==> src/hw/rtl/tpdp_pkg.sv <==
package tpdp_pkg;

  // Activation width and the widths that follow from it.
  localparam int ACT_WIDTH    = 16;
  localparam int TRITS        = 5;
  localparam int CODE_LIMIT   = 243;
  // Five activations of ACT_WIDTH bits, each possibly negated, need three more bits.
  localparam int GROUP_WIDTH  = ACT_WIDTH + 3;
  localparam int SUM_WIDTH    = 32;
  localparam int WIDE_WIDTH   = SUM_WIDTH + 1;

  // Digit codes: the digit value itself, weight is digit minus one.
  localparam logic [1:0] TRIT_NEG  = 2'd0;
  localparam logic [1:0] TRIT_ZERO = 2'd1;
  localparam logic [1:0] TRIT_POS  = 2'd2;

  typedef logic [TRITS-1:0][1:0] trits_t;
  typedef trits_t [255:0] trit_table_t;
  typedef logic signed [ACT_WIDTH-1:0] act_t;
  typedef act_t [TRITS-1:0] act_vec_t;
  typedef logic signed [GROUP_WIDTH-1:0] group_t;
  typedef logic signed [SUM_WIDTH-1:0] sum_t;

  // Handshake and marker of the group register towards the accumulator.
  typedef struct packed {
    logic valid;
    logic last;
  } grp_ctl_t;

  // Built at elaboration: base-3 digits of every byte value, least significant
  // first. Bytes past the largest five-digit value decode to all-zero weights.
  function automatic trit_table_t build_trit_table();
    trit_table_t tab;
    int          c;
    for (int i = 0; i < 256; i++) begin
      c = i;
      for (int k = 0; k < TRITS; k++) begin
        if (i < CODE_LIMIT) begin
          tab[i][k] = 2'(c % 3);
          c         = c / 3;
        end else begin
          tab[i][k] = TRIT_ZERO;
        end
      end
    end
    return tab;
  endfunction

  localparam trit_table_t TRIT_TABLE = build_trit_table();

endpackage

==> src/hw/rtl/tpdp_group_stage.sv <==
module tpdp_group_stage (
  input  logic                       clk,
  input  logic                       rst,
  input  logic                       in_valid,
  output logic                       in_stall,
  input  logic [7:0]                 packed_weights,
  input  tpdp_pkg::act_vec_t         acts,
  input  logic                       last_group,
  input  logic                       grp_take,
  output tpdp_pkg::grp_ctl_t         grp_ctl,
  output tpdp_pkg::group_t           grp_sum
);

  logic               s1_valid;
  logic [7:0]         s1_code;
  tpdp_pkg::act_vec_t s1_acts;
  logic               s1_last;
  logic               s2_valid;
  logic               s2_last;
  tpdp_pkg::group_t   s2_sum;

  logic               s2_free;
  logic               s1_move;
  logic               s1_free;
  logic               in_take;
  tpdp_pkg::trits_t   trits;
  tpdp_pkg::group_t   group_next;
  tpdp_pkg::group_t   term;

  assign s2_free  = !s2_valid || grp_take;
  assign s1_move  = s1_valid && s2_free;
  assign s1_free  = !s1_valid || s1_move;
  assign in_stall = !s1_free;
  assign in_take  = in_valid && s1_free;

  assign trits = tpdp_pkg::TRIT_TABLE[s1_code];

  // Each digit adds, subtracts or skips its activation.
  always_comb begin
    group_next = '0;
    for (int k = 0; k < tpdp_pkg::TRITS; k++) begin
      case (trits[k])
        tpdp_pkg::TRIT_POS: term = tpdp_pkg::group_t'(s1_acts[k]);
        tpdp_pkg::TRIT_NEG: term = -tpdp_pkg::group_t'(s1_acts[k]);
        default:            term = '0;
      endcase
      group_next = group_next + term;
    end
  end

  always_ff @(posedge clk) begin
    if (rst) begin
      s1_valid <= 1'b0;
      s2_valid <= 1'b0;
    end else begin
      if (s1_free) begin
        s1_valid <= in_valid;
      end
      if (s2_free) begin
        s2_valid <= s1_valid;
      end
    end
  end

  always_ff @(posedge clk) begin
    if (in_take) begin
      s1_code <= packed_weights;
      s1_acts <= acts;
      s1_last <= last_group;
    end
    if (s1_move) begin
      s2_sum  <= group_next;
      s2_last <= s1_last;
    end
  end

  assign grp_ctl.valid = s2_valid;
  assign grp_ctl.last  = s2_last;
  assign grp_sum       = s2_sum;

  a_stall_only_when_full: assert property (@(posedge clk) disable iff (rst)
    in_stall |-> (s1_valid && s2_valid && !grp_take))
    else $error("input stalled while the pipeline had room");

  a_accept_fills_s1: assert property (@(posedge clk) disable iff (rst)
    in_take |=> s1_valid)
    else $error("accepted request not held in the input register");

  a_held_group_kept: assert property (@(posedge clk) disable iff (rst)
    (s2_valid && !grp_take) |=> (s2_valid && $stable(s2_sum) && $stable(s2_last)))
    else $error("group register changed before the accumulator took it");

endmodule

==> src/hw/rtl/tpdp_accum.sv <==
module tpdp_accum (
  input  logic               clk,
  input  logic               rst,
  input  tpdp_pkg::grp_ctl_t grp_ctl,
  input  tpdp_pkg::group_t   grp_sum,
  output logic               grp_take,
  output logic               out_valid,
  input  logic               out_stall,
  output tpdp_pkg::sum_t     dot_sum
);

  localparam logic signed [tpdp_pkg::WIDE_WIDTH-1:0] SUM_MAX =
    {2'b00, {(tpdp_pkg::SUM_WIDTH-1){1'b1}}};
  localparam logic signed [tpdp_pkg::WIDE_WIDTH-1:0] SUM_MIN =
    {2'b11, {(tpdp_pkg::SUM_WIDTH-1){1'b0}}};

  tpdp_pkg::sum_t                          running_sum;
  logic signed [tpdp_pkg::WIDE_WIDTH-1:0]  wide_sum;
  tpdp_pkg::sum_t                          total;
  logic                                    out_free;

  assign wide_sum = tpdp_pkg::WIDE_WIDTH'(running_sum) + tpdp_pkg::WIDE_WIDTH'(grp_sum);

  always_comb begin
    if (wide_sum > SUM_MAX) begin
      total = SUM_MAX[tpdp_pkg::SUM_WIDTH-1:0];
    end else if (wide_sum < SUM_MIN) begin
      total = SUM_MIN[tpdp_pkg::SUM_WIDTH-1:0];
    end else begin
      total = wide_sum[tpdp_pkg::SUM_WIDTH-1:0];
    end
  end

  // Groups that do not close a row never wait for the output register.
  assign out_free = !out_valid || !out_stall;
  assign grp_take = grp_ctl.valid && (!grp_ctl.last || out_free);

  always_ff @(posedge clk) begin
    if (rst) begin
      running_sum <= '0;
      out_valid   <= 1'b0;
    end else begin
      if (out_free) begin
        out_valid <= grp_take && grp_ctl.last;
      end
      if (grp_take) begin
        running_sum <= grp_ctl.last ? '0 : total;
      end
    end
  end

  always_ff @(posedge clk) begin
    if (grp_take && grp_ctl.last) begin
      dot_sum <= total;
    end
  end

  a_reset_clears_sum: assert property (@(posedge clk)
    rst |=> (running_sum == '0 && !out_valid))
    else $error("reset left accumulator or result pending");

  a_row_end_clears: assert property (@(posedge clk) disable iff (rst)
    (grp_take && grp_ctl.last) |=> (running_sum == '0 && out_valid))
    else $error("row end did not clear the accumulator and offer a result");

  a_no_overwrite: assert property (@(posedge clk) disable iff (rst)
    (out_valid && out_stall) |-> !(grp_take && grp_ctl.last))
    else $error("pending result overwritten");

  a_result_has_source: assert property (@(posedge clk) disable iff (rst)
    $rose(out_valid) |-> $past(grp_take && grp_ctl.last))
    else $error("result offered without a closing group");

endmodule

==> src/hw/rtl/ternary_packed_dot_product.sv <==
// Ternary packed dot product, five base-3 weights to a byte.
// Input channel: in_valid / in_stall with packed_weights, act0..act4 and
// last_group. A request is taken at a rising edge with in_valid high and
// in_stall low. The byte is split into five base-3 digits, least significant
// first; each digit selects subtract, skip or add for its activation, and
// bytes from 243 upwards contribute nothing.
// Output channel: out_valid / out_stall with dot_sum, one request per row,
// issued for the group marked last_group; the accumulator then starts again
// from zero. The running total saturates to the signed 32-bit range.
// Path: a closing group passes through the input register, the group
// register and the result register before it is offered.
// Throughput: one group per cycle while in_stall is low; the accumulator
// add and clamp is the single loop.
// Reset (rst, synchronous) empties the pipeline and clears the accumulator.
// When the receiver stalls, the result register holds its value; groups that
// do not close a row keep flowing, and the input stalls only once a closing
// group is waiting behind the held result and both stages are full.
module ternary_packed_dot_product (
  input  logic                                clk,
  input  logic                                rst,
  input  logic                                in_valid,
  output logic                                in_stall,
  input  logic [7:0]                          packed_weights,
  input  logic signed [tpdp_pkg::ACT_WIDTH-1:0] act0,
  input  logic signed [tpdp_pkg::ACT_WIDTH-1:0] act1,
  input  logic signed [tpdp_pkg::ACT_WIDTH-1:0] act2,
  input  logic signed [tpdp_pkg::ACT_WIDTH-1:0] act3,
  input  logic signed [tpdp_pkg::ACT_WIDTH-1:0] act4,
  input  logic                                last_group,
  output logic                                out_valid,
  input  logic                                out_stall,
  output logic signed [31:0]                  dot_sum
);

  tpdp_pkg::act_vec_t  acts;
  tpdp_pkg::grp_ctl_t  grp_ctl;
  tpdp_pkg::group_t    grp_sum;
  logic                grp_take;
  tpdp_pkg::sum_t      sum_out;

  // Activation k belongs to base-3 digit k.
  assign acts[0] = act0;
  assign acts[1] = act1;
  assign acts[2] = act2;
  assign acts[3] = act3;
  assign acts[4] = act4;

  // Input register, digit decode and five-way add into the group register.
  tpdp_group_stage u_group (
    .clk            (clk),
    .rst            (rst),
    .in_valid       (in_valid),
    .in_stall       (in_stall),
    .packed_weights (packed_weights),
    .acts           (acts),
    .last_group     (last_group),
    .grp_take       (grp_take),
    .grp_ctl        (grp_ctl),
    .grp_sum        (grp_sum)
  );

  // Saturating accumulator and result register.
  tpdp_accum u_accum (
    .clk       (clk),
    .rst       (rst),
    .grp_ctl   (grp_ctl),
    .grp_sum   (grp_sum),
    .grp_take  (grp_take),
    .out_valid (out_valid),
    .out_stall (out_stall),
    .dot_sum   (sum_out)
  );

  assign dot_sum = sum_out;

endmodule

==> config.mk <==
export PLATFORM = sky130hd
export DESIGN_NAME = ternary_packed_dot_product
export DESIGN_NICKNAME = d
export VERILOG_FILES = /design/src/hw/rtl/tpdp_pkg.sv /design/src/hw/rtl/tpdp_group_stage.sv /design/src/hw/rtl/tpdp_accum.sv /design/src/hw/rtl/ternary_packed_dot_product.sv
export SDC_FILE = /design/constraint.sdc
export NUM_CORES = 1
export LEC_CHECK = 0
export BUFFER_PORTS_ARGS = -buffer_cell sky130_fd_sc_hd__clkbuf_2
export CORE_UTILIZATION = 56
export CTS_CLUSTER_SIZE = 16
export DETAILED_ROUTE_END_ITERATION = 12
export PLACE_DENSITY = 0.77
export REMOVE_ABC_BUFFERS = 1
export SYNTH_ARGS = -nofsm -noshare
export SYNTH_HDL_FRONTEND = slang
export SYNTH_SLANG_ARGS = --single-unit
==> constraint.sdc <==
create_clock -name clk -period 6.7 [get_ports clk]
set_input_delay 0 -clock clk [delete_from_list [all_inputs] [get_ports clk]]
set_output_delay 0 -clock clk [all_outputs]
set_load 0.005 [all_outputs]
# --- After elaboration in Yosys (flattened, before gate mapping) ---
# Memories as Yosys holds them, arrays and structs flattened. A register that Yosys moved wholly into a read port is not among the register bits.
# Index checks and enable logic that the tools add are counted.
# Widths: inputs -> output; s select.
totals:
  reg_bits: 176
  mem_bits_ro: 2560
  mem_count: 1
classes:
  add_sub_neg: 10
  order_cmp: 3
  n_eq_ne: 5
  muxes: 10
  reduce_logical: 19
mem_list:
  columns: ["memory", "depth", "word_bits", "read_ports", "rd_ports_with_merged_regs", "wr", "line_no", "text"]
  rows:
  - ["(no name shown)", 256, 10, 1, 1, 0, "tpdp_group_stage.sv:36", "assign trits = tpdp_pkg::TRIT_TABLE[s1_code];"]
op_table:
  columns: ["operator", "count"]
  rows:
  - ["$pmux 19 s2", 5]
  - ["$mux 32", 3]
  - ["$neg 16->19", 5]
  - ["$add 19x19->19", 4]
  - ["$add 32x19->33", 1]
  - ["$gt 33x32->1 const B", 1]
  - ["$lt 33x32->1 const B", 1]
  - ["$eq 2x2->1 const B", 5]
  - ["$logic_not 2->1", 5]
  - ["$mux 10", 1]
  - ["$lt 8x9->1 const B", 1]
  - ["$mux 8", 1]
  - ["$logic_not 1->1", 6]
  - ["$logic_and 1x1->1", 4]
  - ["$logic_or 1x1->1", 4]

# --- Longest topological paths before layout ---
# Gate-level depths: netlist (run 1).
logic_depth:
  word_depth: 9
  mapped_depth: 21
  mapped_depth_nobuf: 20

# --- Modules after synthesis ---
# A second synthesis (run 1) with hierarchy kept.
hier_totals:
  hier_cells: 1458
  area_unflattened_um2: 13854.5
by_module_without_submodules:
  columns: ["module", "instances", "cells_per_inst", "area_per_inst_um2", "seq_area_each_um2"]
  rows:
  - ["tpdp_group_stage", 1, 974, 9457.8, 3513.4]
  - ["tpdp_accum", 1, 484, 4396.7, 1621.6]

# --- Least setup slack after synthesis (run 1) ---
# Ideal clock, no wire load.
synth_path:
  kind: "register to register"
  startpoint: "reg u_group.s1_acts[48] (netlist name)"
  endpoint: "reg u_group.s2_sum[18] (netlist: u_group.grp_sum[18]) (data pin)"
  setup_ns: 0.259
  t_arrival_ns: 4.688
  required_time_ns: 6.441
  slack_ns: 1.753
  stages_incl_launch_ff: 19
  synth_period_minus_slack_ns: 4.947
  path_cell_list: "edfxtp_1 > nor4_1 > a21oi_1 > xnor2_1 > nor2_1 > fa_1 > fa_1 > inv_1 > fa_1 > inv_1 > ha_1 > o21a_1 > o31a_1 > o41ai_1 > or2_2 > a21oi_1 > o31ai_1 > a21oi_1 > xnor2_1"
synth_between:
  elab_chain_cells: 4
synth_lines:
  columns: ["item", "line_no", "text"]
  rows:
  - ["from (decl)", "tpdp_group_stage.sv:16", "tpdp_pkg::act_vec_t s1_acts;"]
  - ["from (signal assigned)", "tpdp_group_stage.sv:68", "s1_acts <= acts;"]
  - ["$neg 16->19", "tpdp_group_stage.sv:44", "tpdp_pkg::TRIT_NEG: term = -tpdp_pkg::group_t'(s1_acts[k]);"]
  - ["$pmux 19 s2 (*)", "tpdp_group_stage.sv:42", "case (trits[k])"]
  - ["$add 19x19->19 (*) (2 in series)", "tpdp_group_stage.sv:47", "group_next = group_next + term;"]
  - ["via u_group.group_next[18]", "tpdp_group_stage.sv:27", "tpdp_pkg::group_t group_next;"]
  - ["to (signal assigned)", "tpdp_group_stage.sv:72", "s2_sum <= group_next;"]
  - ["to (decl)", "tpdp_group_stage.sv:20", "tpdp_pkg::group_t s2_sum;"]
# Mark *: on every way through the listed nets, which the timed path passes. The rest lies on a longest branch.
# A chain may end at the register's enable or synchronous reset.

# --- Final worst setup path (run 1) ---
layout_path:
  startpoint: "reg u_group.s1_acts[36] (netlist name)"
  endpoint: "reg u_group.s2_sum[17] (netlist: u_group.grp_sum[17]) (data pin)"
layout_between:
  elab_chain_cells: 5
layout_lines:
  columns: ["item", "line_no"]
  rows:
  - ["$neg 16->19", "tpdp_group_stage.sv:44"]
  - ["$pmux 19 s2 (*)", "tpdp_group_stage.sv:42"]
  - ["$add 19x19->19 (*) (3 in series)", "tpdp_group_stage.sv:47"]
  - ["via u_group.group_next[17]", "tpdp_group_stage.sv:27"]
# Marked as above.

==> summary.md, run 1 <==
| Metric | Value |
|---|---|
| Status | complete, no violations |
| Die outline area | 24890 um2 |
| Setup violations, final | 0 |
| Max IR drop VDD | 240.9 uV |
| First-pass GRT wire length | 54.41 mm |
| Clock transition at path regs | 0.09 ns |
| Switch Pwr | 2.569 mW |
| Max Fclk | 171.9 MHz |
| Top_reg_cell synth | edfxtp_1 |
| Clk_lat worst skew | 0.45 ns |
| Main combinational cell family by area after synthesis | compound AO/OA/AOI/OAI gates |
| Hold slack | 0.2597 ns |
| Postcts setup bufs | 0 |
| H-tree levels | 4 |
| Setup CP Type | reg2reg |
| Synth Cell Area | 13590 um2 |
| XOR/XNOR Fraction of Synth Area | 5.672% |
| Largest net degree at the start of global routing | 82 |
| Hold buffers post-CTS | 93 |
| Reg2Reg Depth | 17 |
| Async set-reset flop share out of synthesis | 0% |
| Core Area | 23610 um2 |
| TritonCTS clock tree | yes |
| Multi-input gate area | 7810 um2 |
| Sw Ratio | 41.89% |
| Yosys warning count | 0 |
| Crit-path cells | nor3_1, nand3_1, nor4_1, a21oi_1, xnor2_1, nor2_1, fa_1, fa_1, inv_1, fa_1, inv_1, ha_1, a21o_1, a21oi_1, o21ai_0, o41ai_1, o211ai_1 |
| Setup TNS | 0 ns |
| DR vias | 11.54k |
| Cell Area, Placed | 14430 um2 |
| Fill cell count | 1775 |
| ANT cells | 0 |
| Port Buffers | 126 |
| Worst Hold Depth | 2 |
| WL final | 33.89 mm |
| Area share of and/or/nand/nor cells after synthesis | 14.74% |
| Final Max Tran Viols | 0 |
| Initial antenna violation count | 0 |
| Layout cells sized above 1 | 13.14% |
| Detail Placement HPWL | 23.52 mm |
| Detailed Route Iter0 Violations | 853 |
| Most used cell, CP | fa_1 |
| Actual slew at the worst max-slew pin | 1.074 ns |
| Number of synthesized flops with an enable pin | 141 |
| Reg2reg setup slack | 0.88 ns |
| Pint | 3.563 mW |
| CP peak stage delay | 0.68 ns |
| Syn avg cell area | 9.523 um2 |
| Seq cells post-synth | 186 |
| DR vias/cell | 5.949 |
| CTS Root Cell | clkbuf_16 |
| Setup WS pre-CTS | 1.109 ns |
| Clock Skew | 0.02248 ns |
| Final RePlAce weighted congestion | 0.9331 |
| Residual DRC count | 0 |
| Yosys cell types | 87 |
| Effective utilization at floorplan | 57.55% |
| Vias in the first global route | 11.06k |
| Worst setup slack after layout | 0.8810 ns |
| Cell Pwr Density | 384.1 nW/um2 |
| Post-synthesis compound-gate area fraction | 19.39% |
| Maximum capacitance violations | 0 |
| Final Cell Area | 15970 um2 |
| Setup crit end kind | flip-flop |
| Post-CTS resize count | 0 |
| Max Buffers Root-to-Sink | 2 |
| Routed len/inst | 17.47 um |
| Tcrit/Tclk final | 86.85% |
| Cell at the slowest stage of the critical path | nor4_1 |
| Mux contribution to synthesized area | 2.145% |
| Overall die height | 157.8 um |
| Final min period | 5.819 ns |
| # clock sinks | 186 |
| P&R area growth vs syn | 17.48% |
| FP Rows | 56 |
| CP Launch Type | flip-flop |
| Mapped Cells | 1427 |
| Clock network power share | 16.9% |
| CP max FO | 5 |
| Layout net count | 1815 |
| Worst Path Arrival | 5.97 ns |
| Worst rel slew slack | 26.35% |
| IO Pins | 127 |
| Gr usage total | 27.95% |
| Total power | 6.132 mW |
| Total CTS buffers | 17 |
| Adder-Cell Fraction of Synth Area | 15.17% |
| Combinational power share | 55.1% |
| WP data required | 6.85 ns |
| Sequential-to-total area share from yosys stat | 37.79% |
| Register share of total power | 28.0% |
| Total iterations of the first detailed-routing run | 6 |
| LEAKAGE | 6.477 nW |
| Final-report hold violation count | 0 |
| Antenna Nets Post-Route | 0 |
| Grt total ovfl | 0 |
| Chip width | 157.8 um |
| Area occupied by registers | 5135 um2 |
| Type of the worst min-delay path | in2reg |
| RSZ-0062 raised after global routing | no |
## layout by cell type, fill, tap and decap left out, types with 6 or more instances in the layout
master         instances
maj3_1                23
o21bai_1               7
o21a_1                 9
o31ai_1                7
or3_1                 36
xor2_1                12
a31oi_1               21
nor4_1                11
a221o_1               17
mux2i_1               14
edfxtp_1             141
nand2b_1              22
a221oi_1               7
xnor2_1               76
o21ai_0               82
clkbuf_2             126
o211ai_1              12
inv_1                101
fa_1                  54
dlygate4sd3_1         93
clkbuf_16             17
nor3_1                43
buf_4                  9
ha_1                  60
or2_2                 10
nand4_1                6
mux2_2                 7
nor2_1               147
a21o_1                29
a21oi_1              135
o21ai_1               16
dfxtp_1               45
nand2_1               72
nand3_1               24
nor2b_1                8
## cells in the mapped netlist (all sizes together), types with 23 or more instances
library cell / instances / share of area, %
nor2: 150 / 4.3
edfxtp: 141 / 31
a21oi: 138 / 5.1
inv: 103 / 2.8
o21ai: 99 / 3.7
xnor2: 76 / 4.9
nand2: 73 / 2.0
ha: 60 / 5.5
fa: 54 / 8.0
dfxtp: 45 / 6.6
nor3: 43 / 1.6
clkbuf: 38 / 1.0
or3: 36 / 1.7
a21o: 29 / 1.6
buf: 28 / 1.2
nand3: 24 / 0.88
maj3: 23 / 1.7
## final timing paths
check / startpoint / to
setup reg to reg: u_group.s1_acts[36]$_DFFE_PP_ / u_group.grp_sum[17]$_DFFE_PP_
hold / removal: act2[14] / u_group.s1_acts[46]$_DFFE_PP_
hold reg to reg: u_group.s1_last$_DFFE_PP_ / u_group.s2_last$_DFFE_PP_
setup / recovery: u_group.s1_acts[36]$_DFFE_PP_ / u_group.grp_sum[17]$_DFFE_PP_
## stage by stage
stage | utilization [%] | std cells
5_1_grt | 67.61 | 1940
4_1_cts | 67.61 | 1940
3_5_place_dp | 61.11 | 1815
2_1_floorplan | - | 1361
6_report | 67.61 | 1940
3_3_place_gp | 61.11 | 1815
## worst max-delay path: cells and delay by family (launching register included)
kind / cells / cell delay, ns
AO/OA/AOI/OAI: 6 / 1.54
XOR/XNOR: 1 / 0.23
adder cells (fa/ha/maj): 4 / 1.92
buffers and inverters: 2 / 0.09
flip-flops: 1 / 0.46
AND/OR/NAND/NOR: 4 / 1.27
## metal layers
metal / wire length (um) / global-route usage [%] / up-vias
li1: - / - / 5538
met1: 14060 / 34.85 / 5466
met2: 16840 / 48.75 / 471
met3: 2223 / 4.572 / 66
met4: 763 / 9.847 / 0
met5: 0 / 0 / -
## state kept, by name (all words and copies together) (netlist names), 8 cells and up
signal / flops
u_accum.running_sum: 32
u_accum.dot_sum: 32
u_group.s1_acts: 80
u_group.trits: 10
u_group.s1_code: 8
u_group.grp_sum: 19
## kinds of logic (layout without fill, tap and decap cells)
kind of cell,count (synthesis),in the layout
xor+xnor,88,88
compound gates,410,410
simple gates,410,410
mux,27,27
fa+ha+maj,137,137
flops,186,186
buf+inv,169,363
## power groups by stage
stage | clock network (mW) | logic, mW | registers, mW
2_1_floorplan | 0 | 2.61 | 1.69
3_3_place_gp | 0 | 3.22 | 1.73
3_5_place_dp | 0 | 3.30 | 1.74
4_1_cts | 1.04 | 3.35 | 1.71
5_1_grt | 1.10 | 3.81 | 1.73
6_report | 1.04 | 3.38 | 1.72
## cell type report
cell class | instances | share of cell area [%]
Multi-Input combinational cell | 1072 | 48.92
Tap cell | 319 | 2.500
Clock inverter | 15 | 1.121
Timing Repair Buffer | 228 | 10.20
Clock buffer | 17 | 2.665
Inverter | 103 | 2.429
Sequential cell | 186 | 32.16
No activity file was read; power rests on OpenSTA's default activity.
==> run 2: changes to the inputs <==
Settings changed: PLACE_DENSITY 0.77 to 0.8.
==> run 2 against run 1 <==
Net effect:
- critical path depth is the same
- register-to-register slack is essentially flat
- first-iteration DRC count grew 39%
- clock skew decreased by 0.0017 ns
- count of clock-buffer cells in the layout stayed put
- clock power up 4%
- final cell count hardly changed
- critical endpoint unchanged
- fmax decreased by 0.22%
- setup slack lost 0.013 ns
- largest power group unchanged
- final area is 0.13% higher
- sequential share of layout area about the same
- global-route usage rose by 1.6 points
==> summary.md, run 2 (synthesized netlist as in run 1, its figures left out) <==
| Metric | Value |
|---|---|
| Reg2reg setup slack | 0.87 ns |
| Post-CTS resize count | 0 |
| Maximum capacitance violations | 0 |
| Vias in the first global route | 11.40k |
| Detailed Route Iter0 Violations | 1185 |
| WP data required | 6.86 ns |
| GR Layer Usage met3 | 5.174% |
| Cell at the slowest stage of the critical path | nor4_1 |
| Final RePlAce weighted congestion | 0.9078 |
| Total CTS buffers | 17 |
| GRT busiest layer | met2 |
| Chip width | 157.8 um |
| Clock Skew | 0.02075 ns |
| Setup violations, final | 0 |
| DR vias | 11.83k |
| Layout net count | 1816 |
| CP bufs+invs | 2 |
| Port Buffers | 126 |
| Detail Placement HPWL | 23.92 mm |
| Clk_lat worst skew | 0.45 ns |
| WL final | 35.69 mm |
| Initial antenna violation count | 0 |
| Worst rel slew slack | 29.84% |
| Effective utilization at floorplan | 57.55% |
| FP Rows | 56 |
| TritonCTS clock tree | yes |
| DR vias/cell | 6.096 |
| Max Fclk | 171.5 MHz |
| Routed len/inst | 18.39 um |
| Total power | 6.213 mW |
| # clock sinks | 186 |
| Commonest cells after routing, fill and taps aside | 147 x nor2_1, 141 x edfxtp_1, 135 x a21oi_1, 126 x clkbuf_2, 101 x inv_1 |
| Clock transition at path regs | 0.09 ns |
| Hold buffers post-CTS | 93 |
| Largest net degree at the start of global routing | 71 |
| Core Area | 23610 um2 |
| Cell Pwr Density | 388.7 nW/um2 |
| First-pass GRT wire length | 57.50 mm |
| Type of the worst min-delay path | in2reg |
| H-tree levels | 4 |
| Antenna Nets Post-Route | 0 |
| Worst Path Arrival | 6.00 ns |
| Tcrit/Tclk final | 87.05% |
| Met2 Use GR | 52.05% |
| Grt total ovfl | 0 |
| Residual DRC count | 0 |
| Gr usage total | 29.58% |
| Die outline area | 24890 um2 |
| Biggest register | u_group.s1_acts |
| Total iterations of the first detailed-routing run | 7 |
| Max IR drop VDD | 295.2 uV |
| Setup TNS | 0 ns |
| Final-report hold violation count | 0 |
| CTS Root Cell | clkbuf_16 |
| Overall die height | 157.8 um |
| Max Buffers Root-to-Sink | 2 |
| IO Pins | 127 |
| P&R area growth vs syn | 17.64% |
| Commonest non-fill, non-tap cell in the layout | nor2_1 |
| Status | complete, no violations |
| Postcts setup bufs | 0 |
| CP Launch Type | flip-flop |
| CP peak stage delay | 0.81 ns |
| Final Max Tran Viols | 0 |
| CP max FO | 5 |
| RSZ-0062 raised after global routing | no |
| Final min period | 5.832 ns |
| ANT cells | 0 |
| Crit-path cells | nor3_1, nand3_1, nor4_1, a21oi_1, xnor2_1, nor2_1, fa_1, fa_1, inv_1, fa_1, inv_1, ha_1, a21o_1, a21oi_1, o21ai_0, o41ai_1, o211ai_1 |
| LEAKAGE | 6.493 nW |
| Largest register FFs | 80 |
| Actual slew at the worst max-slew pin | 1.043 ns |
| GRT met1 Usage | 36.54% |
| Setup crit end kind | flip-flop |
| Layout cells sized above 1 | 13.19% |
| Setup CP Type | reg2reg |
| Largest regs | u_group.s1_acts: 80 flops, u_accum.dot_sum: 32 flops, u_accum.running_sum: 32 flops |
| Most used cell, CP | fa_1 |
| Delay-heaviest family, CP | adder cells |
run 2: cell count changes in the layout (fill, tap and decap cells not counted):
cell,change
bufinv_16,+1
clkinv_4,+3
inv_6,-2
a21oi_2,+1
buf_4,+1
inv_8,+1
clkinv_8,-1
a21oi_4,-1
clkinvlp_4,-1
clkinv_2,-1
run 2: final timing paths:
path,from,endpoint,depth (start not counted)
max,u_group.s1_acts[36]$_DFFE_PP_,u_group.grp_sum[17]$_DFFE_PP_,17
min,act4[11],u_group.s1_acts[75]$_DFFE_PP_,2
max reg2reg,u_group.s1_acts[36]$_DFFE_PP_,u_group.grp_sum[17]$_DFFE_PP_,17
min reg2reg,u_group.s1_last$_DFFE_PP_,u_group.s2_last$_DFFE_PP_,0
run 2: worst register-to-register path: cells and delay by family, from the launching register on:
family          cells  cell delay (ns)
simple gates        4             1.32
buf+inv             2             0.09
fa+ha+maj           4             1.93
compound gates      6             1.52
flops               1             0.44
xor+xnor            1             0.23
run 2: cell type report:
type / instances / area [um2]
well taps: 319 / 399.1
clock inverters: 15 / 200.2
inverters: 103 / 387.9
fillers: 1782 / 7626
multi-input cells: 1072 / 7802
flip-flops and latches: 186 / 5135
clock buffers: 17 / 425.4
repair buffers: 229 / 1637
run 2: metal layers:
metal	vias up	wire length (um)
met5	-	0
met4	0	1051
li1	5551	-
met1	5593	14410
met2	583	17740
met3	105	2493
run 2: per-stage QoR:
| step | setup WS [ns] | instance area, um2 | instances | hold slack (ns) | util [%] |
|---|---|---|---|---|---|
| global placement | 1.327 | 14430 | 1816 | 0.1764 | 61.11 |
| detailed placement | 1.121 | 14430 | 1816 | 0.1786 | 61.11 |
| global route | 0.6162 | 15990 | 1941 | 0.2453 | 67.70 |
| finish | 0.8680 | 15990 | 1941 | 0.2508 | 67.70 |
| CTS | 1.082 | 15990 | 1941 | 0.2526 | 67.70 |
| floorplan | 1.748 | 13280 | 1361 | 0.06907 | - |
run 2: power breakdown:
part	internal, mW	total [mW]	switching, mW
Combinational	1.46	3.42	1.95
Clock	0.573	1.08	0.503
Sequential	1.57	1.72	0.155
